==> src/rtl/hbs_pkg.sv <==
// Shared types, codes and default sizes for the heightmap bounds and sampler.
package hbs_pkg;

	localparam int DEF_MAX_WIDTH  = 512;
	localparam int DEF_MAX_HEIGHT = 512;
	localparam int DEF_FRAC_BITS  = 8;

	localparam int CMD_W    = 2;
	localparam int POS_W    = 9;
	localparam int COORD_W  = 10;
	localparam int HEIGHT_W = 8;
	localparam int SAMPLE_W = 17;
	localparam int SVAL_W   = 24;
	localparam int CFG_W    = 10;
	localparam int CFG_IDX_W = 1;

	localparam logic [CMD_W-1:0] CMD_WRITE  = 2'd0;
	localparam logic [CMD_W-1:0] CMD_WINDOW = 2'd1;
	localparam logic [CMD_W-1:0] CMD_SAMPLE = 2'd2;

	localparam logic [CFG_IDX_W-1:0] REG_MAP_WIDTH  = 1'd0;
	localparam logic [CFG_IDX_W-1:0] REG_MAP_HEIGHT = 1'd1;

	localparam logic [CFG_W-1:0] MAP_SIZE_RST = 10'd512;

	typedef struct packed {
		logic [CMD_W-1:0]    cmd;
		logic [POS_W-1:0]    col_a;
		logic [POS_W-1:0]    row_a;
		logic [POS_W-1:0]    col_b;
		logic [POS_W-1:0]    row_b;
		logic [HEIGHT_W-1:0] height_in;
		logic [SAMPLE_W-1:0] sample_x;
		logic [SAMPLE_W-1:0] sample_y;
	} req_item_t;

	typedef struct packed {
		logic [HEIGHT_W-1:0] min_height;
		logic [HEIGHT_W-1:0] max_height;
		logic [SVAL_W-1:0]   sample_value;
		logic                window_ok;
	} rsp_item_t;

	typedef struct packed {
		logic       clr;
		logic       issue;
		logic [1:0] corner;
	} interp_ctl_t;

endpackage

==> src/rtl/hbs_interp.sv <==
// Bilinear weight product and multiply-accumulate over the four corner texels.
module hbs_interp #(
	parameter int FRAC_BITS = hbs_pkg::DEF_FRAC_BITS
) (
	input  logic                         clk,
	input  logic                         arst_n,
	input  hbs_pkg::interp_ctl_t         ctl,
	input  logic [FRAC_BITS-1:0]         fx,
	input  logic [FRAC_BITS-1:0]         fy,
	input  logic [hbs_pkg::HEIGHT_W-1:0] texel,
	output logic [hbs_pkg::HEIGHT_W+2*FRAC_BITS-1:0] acc
);
	import hbs_pkg::*;

	localparam int WT_W   = FRAC_BITS + 1;
	localparam int WP_W   = 2 * FRAC_BITS + 1;
	localparam int ACC_W  = HEIGHT_W + 2 * FRAC_BITS;
	localparam logic [WT_W-1:0] ONE = WT_W'(1) << FRAC_BITS;

	logic [WT_W-1:0]  wx;
	logic [WT_W-1:0]  wy;
	logic [WP_W-1:0]  wprod_s1;
	logic             pend_s1;
	logic [ACC_W-1:0] acc_q;

	always_comb begin
		wx = ctl.corner[0] ? {1'b0, fx} : ONE - {1'b0, fx};
		wy = ctl.corner[1] ? {1'b0, fy} : ONE - {1'b0, fy};
	end

	always_ff @(posedge clk or negedge arst_n) begin
		if (!arst_n) begin
			pend_s1 <= 1'b0;
		end else begin
			pend_s1 <= ctl.issue;
		end
	end

	always_ff @(posedge clk) begin
		wprod_s1 <= WP_W'(wx) * WP_W'(wy);
		if (ctl.clr) begin
			acc_q <= '0;
		end else if (pend_s1) begin
			acc_q <= acc_q + ACC_W'(texel) * ACC_W'(wprod_s1);
		end
	end

	assign acc = acc_q;

endmodule

==> config.mk <==
export PLATFORM = sky130hd
export DESIGN_NAME = hbs_interp
export DESIGN_NICKNAME = d
export VERILOG_FILES = /design/src/rtl/hbs_pkg.sv /design/src/rtl/hbs_interp.sv
export SDC_FILE = /design/constraint.sdc
export NUM_CORES = 1
export LEC_CHECK = 0
export BUFFER_PORTS_ARGS = -buffer_cell sky130_fd_sc_hd__buf_2
export CORE_UTILIZATION = 50
export CTS_CLUSTER_DIAMETER = 200
export CTS_CLUSTER_SIZE = 8
export DETAILED_ROUTE_END_ITERATION = 8
export HOLD_SLACK_MARGIN = 0.1
export PLACE_DENSITY = 0.69
export SLEW_MARGIN = 15
export SYNTH_ARGS = -nofsm -noshare
export SYNTH_HDL_FRONTEND = slang
export SYNTH_SLANG_ARGS = --single-unit
==> constraint.sdc <==
create_clock -name clk -period 5.2 [get_ports clk]
set_clock_uncertainty 0.15 [all_clocks]
set_input_delay 1.04 -clock clk [delete_from_list [all_inputs] [get_ports clk]]
set_output_delay 1.04 -clock clk [all_outputs]
set_load 0.02 [all_outputs]
==> flow_summary.ini, run 1 <==
[clock_network]
cts_tree = done
clock_insertion_delay_worst_skew_ns = 0.30
sink_count_of_the_clock_tree = 42
clk_path_buf_depth = 2
tritoncts.num_buffers = 5
cts.reportedPaths.clkPinSlew_ns = 0.07
root_buffer = sky130_fd_sc_hd__clkbuf_16
ctsHtreeMaxLevel = 2
post_cts_hold_buffers = 0

[yosys]
post_synth_instance_area_mm2 = 0.00889
synthArstFlopShare_pct = 2.38
synth_adder_area_share_pct = 47.4
synth_compound_area_share_pct = 7.54
number_of_flops_mapped_to_enable_cells_by_yosys = 0
yosys_most_used_dff = sky130_fd_sc_hd__dfxtp_1
yosys-mux-area-fraction_pct = 1.36
synth_xor_xnor_area_share_pct = 4.33
synth_top_family_by_area = adder cells
synthesis.area_per_instance_um2 = 8.53
syn-num-nets = 1313
post_synth_inst_count = 1043
synth_warnings = 0
synth-simple-area-share_pct = 18.9
synth_area_leader_cell = sky130_fd_sc_hd__fa_1
sequential_area_share_after_synthesis_pct = 9.51
synth_seq_cells = 42
synth.distinct_cells = 55
netlist_top_cells_area = sky130_fd_sc_hd__fa_1, sky130_fd_sc_hd__ha_1, sky130_fd_sc_hd__inv_1, sky130_fd_sc_hd__dfxtp_1, sky130_fd_sc_hd__and2_1
synth_top_area_share_pct = 36.2

[critical_path]
worstPathRequired_ns = 5.23
cp-startpoint = fy[2]
reg2reg_to = acc[21]$_SDFFE_PP0P_
critical_path.reg2reg.startpoint = wprod_s1[8]$_DFF_P_
crit_arrival_ns = 5.79
crit_type = input port to flip-flop
worst-r2r-setup-slack_ns = 0.43
worst_setup_path_start_kind = input port
depth_of_the_worst_register_to_register_path = 16
cp-end-kind = flip-flop
critical_path.max_fanout = 4

[final_layout]
final_cells = 1472
fin_nets = 1516
area_delta_synth_final_pct = 29.5
core_util_final_pct = 66.4
drive_gt1_share_pct = 27.6
insertedDiodeCount = 0

[place]
post-dp-hpwl_mm = 17.4
placed_cells_incl_taps = 1448
numPortBuffers = 53
globalplace.congestion = 0.893

[hold_path]
hold-path-endpoint = acc[10]$_SDFFE_PP0P_
hp-start = acc[10]$_SDFFE_PP0P_
hp-class = flip-flop to flip-flop
worst_hold_path_stage_count = 2

[floorplan]
floorplan.core_area_mm2 = 0.0174
io-pin-count = 54
num_rows = 48
initial_utilization_pct = 51.2
design.die.area_mm2 = 0.0183
floorplan_die_width_um = 135
die_h_um = 135

[timing]
timing_worst_slew_pin_value_ns = 0.620
drv_slew = 0
worst_slew_margin_rel_pct = 58.7
post-route-worst-setup-slack_ns = -0.566
layout_worst_path_cycle_share_pct = 111
timing.final.setup_violations = 8
achievable_clock_frequency_mhz = 173
rsz_0062_raised_after_global_routing = yes
final.min_clock_period_ns = 5.77
timing.final.hold_violations = 0

[grt]
grt_max_degree = 37
first_global_vias = 7703
global_route.usage.total_pct = 25.0
gr_ovfl_total = 0
grt_first_pass_wirelength_mm = 36.3
antenna_found_initial = 0

[status]
violations_in_the_final_reports = negative setup slack
run_status = finished with violations

[routing]
drc_violations = 0
antenna_left = 0
detail_route.vias_per_cell = 5.05
routed_wirelength_mm = 21.5
num_vias = 7432
route.detailed.wl_per_inst_um = 14.6
first_pass_iters = 4
drtIter0Drc = 279

[job]
max_cap_violations = 0
[kinds of logic after synthesis]
family | count (synthesis)
AO/OA/AOI/OAI | 104
flip-flops | 42
XOR/XNOR | 44
adder cells (fa/ha/maj) | 240
buffers and inverters | 259
multiplexers | 12
AND/OR/NAND/NOR | 342
[what timing repair did]
| item | 4_1_cts | 5_1_grt |
|---|---|---|
| hold endpoints to repair | 0 | 0 |
| buffers inserted | 9 | 10 |
| gates resized for setup | 65 | 63 |
| endpoints found under the setup margin | 15 | 17 |
| pin swaps | 44 | 55 |
[final cells by class]
| type | count | area, um^2 |
|---|---|---|
| Clock buffer | 6 | 129 |
| Tap cell | 225 | 282 |
| Clock inverter | 2 | 15.0 |
| Sequential cell | 42 | 846 |
| Multi-Input combinational cell | 742 | 7710 |
| Timing Repair Buffer | 218 | 1640 |
| Inverter | 237 | 893 |
| Fill cell | 1399 | 5840 |
[through the flow]
| step | TNS (ns) | hold WS (ns) | instance area [um^2] | worst slack [ns] |
|---|---|---|---|---|
| finish | -2.61 | 0.344 | 11500 | -0.566 |
| global route | -3.99 | 0.344 | 11500 | -0.700 |
| CTS | -2.50 | 0.347 | 11200 | -0.562 |
| detailed placement | -9.88 | 0.337 | 10700 | -0.973 |
| global placement | -9.00 | 0.322 | 10700 | -0.898 |
| floorplan | -3.00 | 0.405 | 9230 | -0.737 |
[critical path: stages]
cell and delay [ns]:
sky130_fd_sc_hd__buf_6 0.09, sky130_fd_sc_hd__or3_4 0.37, sky130_fd_sc_hd__or3b_4 0.39, sky130_fd_sc_hd__nor2b_4 0.15
sky130_fd_sc_hd__xnor2_4 0.13, sky130_fd_sc_hd__or2_4 0.23, sky130_fd_sc_hd__fa_1 0.45, sky130_fd_sc_hd__fa_1 0.49
sky130_fd_sc_hd__inv_1 0.05, sky130_fd_sc_hd__fa_1 0.47, sky130_fd_sc_hd__inv_1 0.05, sky130_fd_sc_hd__fa_1 0.49
sky130_fd_sc_hd__inv_2 0.05, sky130_fd_sc_hd__ha_4 0.24, sky130_fd_sc_hd__a21oi_2 0.13, sky130_fd_sc_hd__nand2_2 0.06
sky130_fd_sc_hd__a211o_1 0.31, sky130_fd_sc_hd__a41o_1 0.24, sky130_fd_sc_hd__o41ai_2 0.23, sky130_fd_sc_hd__xnor2_1 0.12
[layer usage]
metal	global-route usage [%]	part of all wire [%]	vias up
met5	0	0	-
met4	6.18	1.7	0
met3	1.83	3.2	27
met2	45.4	51	142
met1	32.3	44	3675
li1	-	-	3588
[synth_stat cells, drive strengths merged (3+ instances only)]
cell type,count
nor3,7
or4,3
o311ai,3
dfxtp,41
a21oi,33
and3,4
and2,79
a211oi,5
nor3b,4
fa,161
xor2,12
clkbuf,20
nor2b,10
nand2,98
nor2,87
inv,237
nand2b,14
o21a,5
ha,79
or3,7
o21ai,22
a32o,3
a21o,7
mux2i,11
or2,11
nand3,9
a31oi,3
a211o,4
xnor2,32
[layout by cell type, fill, tap and decap left out, types with 10 or more instances in the layout]
cell type	count
sky130_fd_sc_hd__inv_1	229
sky130_fd_sc_hd__fa_1	154
sky130_fd_sc_hd__buf_4	150
sky130_fd_sc_hd__nand2_1	91
sky130_fd_sc_hd__nor2_1	82
sky130_fd_sc_hd__and2_1	70
sky130_fd_sc_hd__ha_1	59
sky130_fd_sc_hd__buf_2	43
sky130_fd_sc_hd__dfxtp_1	41
sky130_fd_sc_hd__xnor2_1	30
sky130_fd_sc_hd__a21oi_1	25
sky130_fd_sc_hd__buf_6	21
sky130_fd_sc_hd__ha_4	16
sky130_fd_sc_hd__o21ai_0	14
sky130_fd_sc_hd__nand2b_1	13
sky130_fd_sc_hd__mux2i_1	11
sky130_fd_sc_hd__or2_2	10
[how the worst max path moves through the flow]
stage | endpoint | slack (ns) | depth (start not counted)
2_1_floorplan | wprod_s1[15]$_DFF_P_ | -0.74 | 19
3_3_place_gp | wprod_s1[15]$_DFF_P_ | -0.90 | 20
3_5_place_dp | wprod_s1[15]$_DFF_P_ | -0.97 | 20
4_1_cts | wprod_s1[15]$_DFF_P_ | -0.56 | 20
5_1_grt | wprod_s1[15]$_DFF_P_ | -0.70 | 20
6_report | wprod_s1[15]$_DFF_P_ | -0.57 | 20
[registers in the layout, summed over array words and instances, names as in the netlist]
signal    count
wprod_s1     17
acc          24
pend_s1       1
Power of run 1 is not shown: default switching activity piles up to over one toggle a cycle in this logic, so the estimate is an artifact.
==> run 2: changes to the inputs <==
Settings changed: CORE_UTILIZATION 50 to 40, PLACE_DENSITY 0.69 to 0.57.
==> run 2 against run 1 <==
  * The flow still finishes with violations (negative setup slack)
  * Non-clock buffer count rose by 5
  * Setup slack gained 0.021 ns
  * Critical path depth unchanged
  * Register-to-register slack better by 0.07 ns
  * Global-route usage shrank 4.4 points
  * Worst hold slack worse by 0.011 ns
  * Wire length increased by 2.4%
  * Critical endpoint unchanged
  * Die area increased by 25%
  * Clock-buffer cell count is 1 lower
  * Sequential share of layout area shrank 0.10 points
==> flow_summary.ini, run 2 (synthesis results as in run 1) <==
[status]
run_status = finished with violations
violations_in_the_final_reports = negative setup slack

[clock_network]
root_buffer = sky130_fd_sc_hd__clkbuf_16
cts.reportedPaths.clkPinSlew_ns = 0.07
sink_count_of_the_clock_tree = 42
clk_path_buf_depth = 2
cts_tree = done
clock_insertion_delay_worst_skew_ns = 0.30
ctsHtreeMaxLevel = 2
post_cts_hold_buffers = 0
tritoncts.num_buffers = 5

[final_layout]
final_cell_mix = sky130_fd_sc_hd__inv_1, sky130_fd_sc_hd__buf_4, sky130_fd_sc_hd__fa_1
fin_nets = 1521
regArea_um2 = 846
final_cells = 1532
fillers = 2063
largest_register_ffs = 24
final_common_cell = sky130_fd_sc_hd__inv_1
insertedDiodeCount = 0
drive_gt1_share_pct = 28.1
area_delta_synth_final_pct = 31.4
multi_input_comb_area_mm2 = 0.00773
core_util_final_pct = 53.5

[timing]
achievable_clock_frequency_mhz = 174
timing_worst_slew_pin_value_ns = 0.634
worst_slew_margin_rel_pct = 57.7
timing.final.setup_violations = 8
layout_worst_path_cycle_share_pct = 110
final.min_clock_period_ns = 5.75
hold_ws_ns = 0.333
timing.final.hold_violations = 0
drv_slew = 0
rsz_0062_raised_after_global_routing = yes
post-route-worst-setup-slack_ns = -0.545

[critical_path]
critical_path.max_fanout = 4
crit_arrival_ns = 5.82
reg2reg_to = acc[16]$_SDFFE_PP0P_
crit_type = input port to flip-flop
cp-end-kind = flip-flop
worst-r2r-setup-slack_ns = 0.50
worstPathRequired_ns = 5.28
worst_setup_path_start_kind = input port
critical_path.reg2reg.startpoint = wprod_s1[5]$_DFF_P_
depth_of_the_worst_register_to_register_path = 16

[floorplan]
num_rows = 54
floorplan.core_area_mm2 = 0.0218
initial_utilization_pct = 40.7
design.die.area_mm2 = 0.0228
floorplan_die_width_um = 151
die_h_um = 151
io-pin-count = 54

[grt]
global_route.usage.total_pct = 20.7
grt_max_degree = 37
grt_first_pass_wirelength_mm = 37.0
antenna_found_initial = 0
gr_ovfl_total = 0
first_global_vias = 7732

[routing]
drtIter0Drc = 241
route.detailed.wl_per_inst_um = 14.3
first_pass_iters = 7
maxUsedRoutingLayer = met4
m1_wire_length_mm = 9.89
antenna_left = 0
drc_violations = 0
detail_route.vias_per_cell = 4.80
route.met2.wl_mm = 11.0
detailed_route_wirelength_on_metal3_um = 583
num_vias = 7361
routed_wirelength_mm = 22.0

[place]
post-dp-hpwl_mm = 18.3
globalplace.congestion = 0.832
numPortBuffers = 53
placed_cells_incl_taps = 1508

[job]
max_cap_violations = 0

[hold_path]
hold-path-endpoint = acc[11]$_SDFFE_PP0P_
hp-start = acc[11]$_SDFFE_PP0P_
worst_hold_path_stage_count = 2
hp-class = flip-flop to flip-flop
-- run 2: cell count changes in the layout (fill, tap and decap cells not counted), sizes merged --
cell / delta
clkinv: +2
buf: +5
clkbuf: -1
bufinv: +1
clkinvlp: -2
-- run 2: worst max path at each step --
| stage | cells past startpoint | startpoint | to | slack [ns] |
|---|---|---|---|---|
| floorplan | 19 | fy[2] | wprod_s1[15]$_DFF_P_ | -0.74 |
| finish | 20 | fy[2] | wprod_s1[15]$_DFF_P_ | -0.55 |
| global placement | 20 | fy[2] | wprod_s1[15]$_DFF_P_ | -0.92 |
| global route | 20 | fy[2] | wprod_s1[15]$_DFF_P_ | -0.73 |
| detailed placement | 20 | fy[2] | wprod_s1[15]$_DFF_P_ | -0.96 |
| CTS | 17 | fy[2] | wprod_s1[16]$_DFF_P_ | -0.53 |
-- run 2: final cells by class --
cell class,count,share of cell area (%)
Multi-Input combinational cell,742,66.2
Timing Repair Buffer,223,14.5
Inverter,237,7.65
Sequential cell,42,7.24
Tap cell,280,3.00
Clock buffer,5,1.07
Clock inverter,3,0.343
-- run 2: critical path, stage by stage --
cell,delay (ns)
sky130_fd_sc_hd__buf_6,0.09
sky130_fd_sc_hd__or3_4,0.38
sky130_fd_sc_hd__or3b_4,0.41
sky130_fd_sc_hd__nor2b_4,0.15
sky130_fd_sc_hd__xnor2_4,0.14
sky130_fd_sc_hd__or2_4,0.23
sky130_fd_sc_hd__fa_1,0.46
sky130_fd_sc_hd__fa_1,0.50
sky130_fd_sc_hd__inv_1,0.05
sky130_fd_sc_hd__fa_1,0.49
sky130_fd_sc_hd__inv_2,0.04
sky130_fd_sc_hd__fa_1,0.49
sky130_fd_sc_hd__inv_2,0.05
sky130_fd_sc_hd__ha_4,0.24
sky130_fd_sc_hd__a21oi_2,0.12
sky130_fd_sc_hd__nand2_1,0.08
sky130_fd_sc_hd__a211o_1,0.28
sky130_fd_sc_hd__a41o_1,0.21
sky130_fd_sc_hd__o41ai_2,0.23
sky130_fd_sc_hd__xnor2_1,0.15
-- run 2: repair_timing --
item                       CTS  global route
gates resized for setup     52            81
cloned                       0             1
pin swaps                   30            56
setup endpoints to repair   16            18
buffers inserted             9             8
-- run 2: through the flow --
step	setup TNS, ns	cell area (um^2)	setup slack [ns]
5_1_grt	-4.31	11700	-0.731
4_1_cts	-2.55	11300	-0.529
3_3_place_gp	-9.48	10900	-0.915
3_5_place_dp	-10.16	10900	-0.957
6_report	-2.99	11700	-0.545
2_1_floorplan	-3.00	9230	-0.737
-- run 2: layer usage --
layer / track usage [%] / up-vias
met3: 1.30 / 33
met1: 26.7 / 3606
met4: 5.70 / 0
li1: - / 3600
met2: 37.3 / 122
met5: 0 / -
Power of run 2 is left out for the same reason.
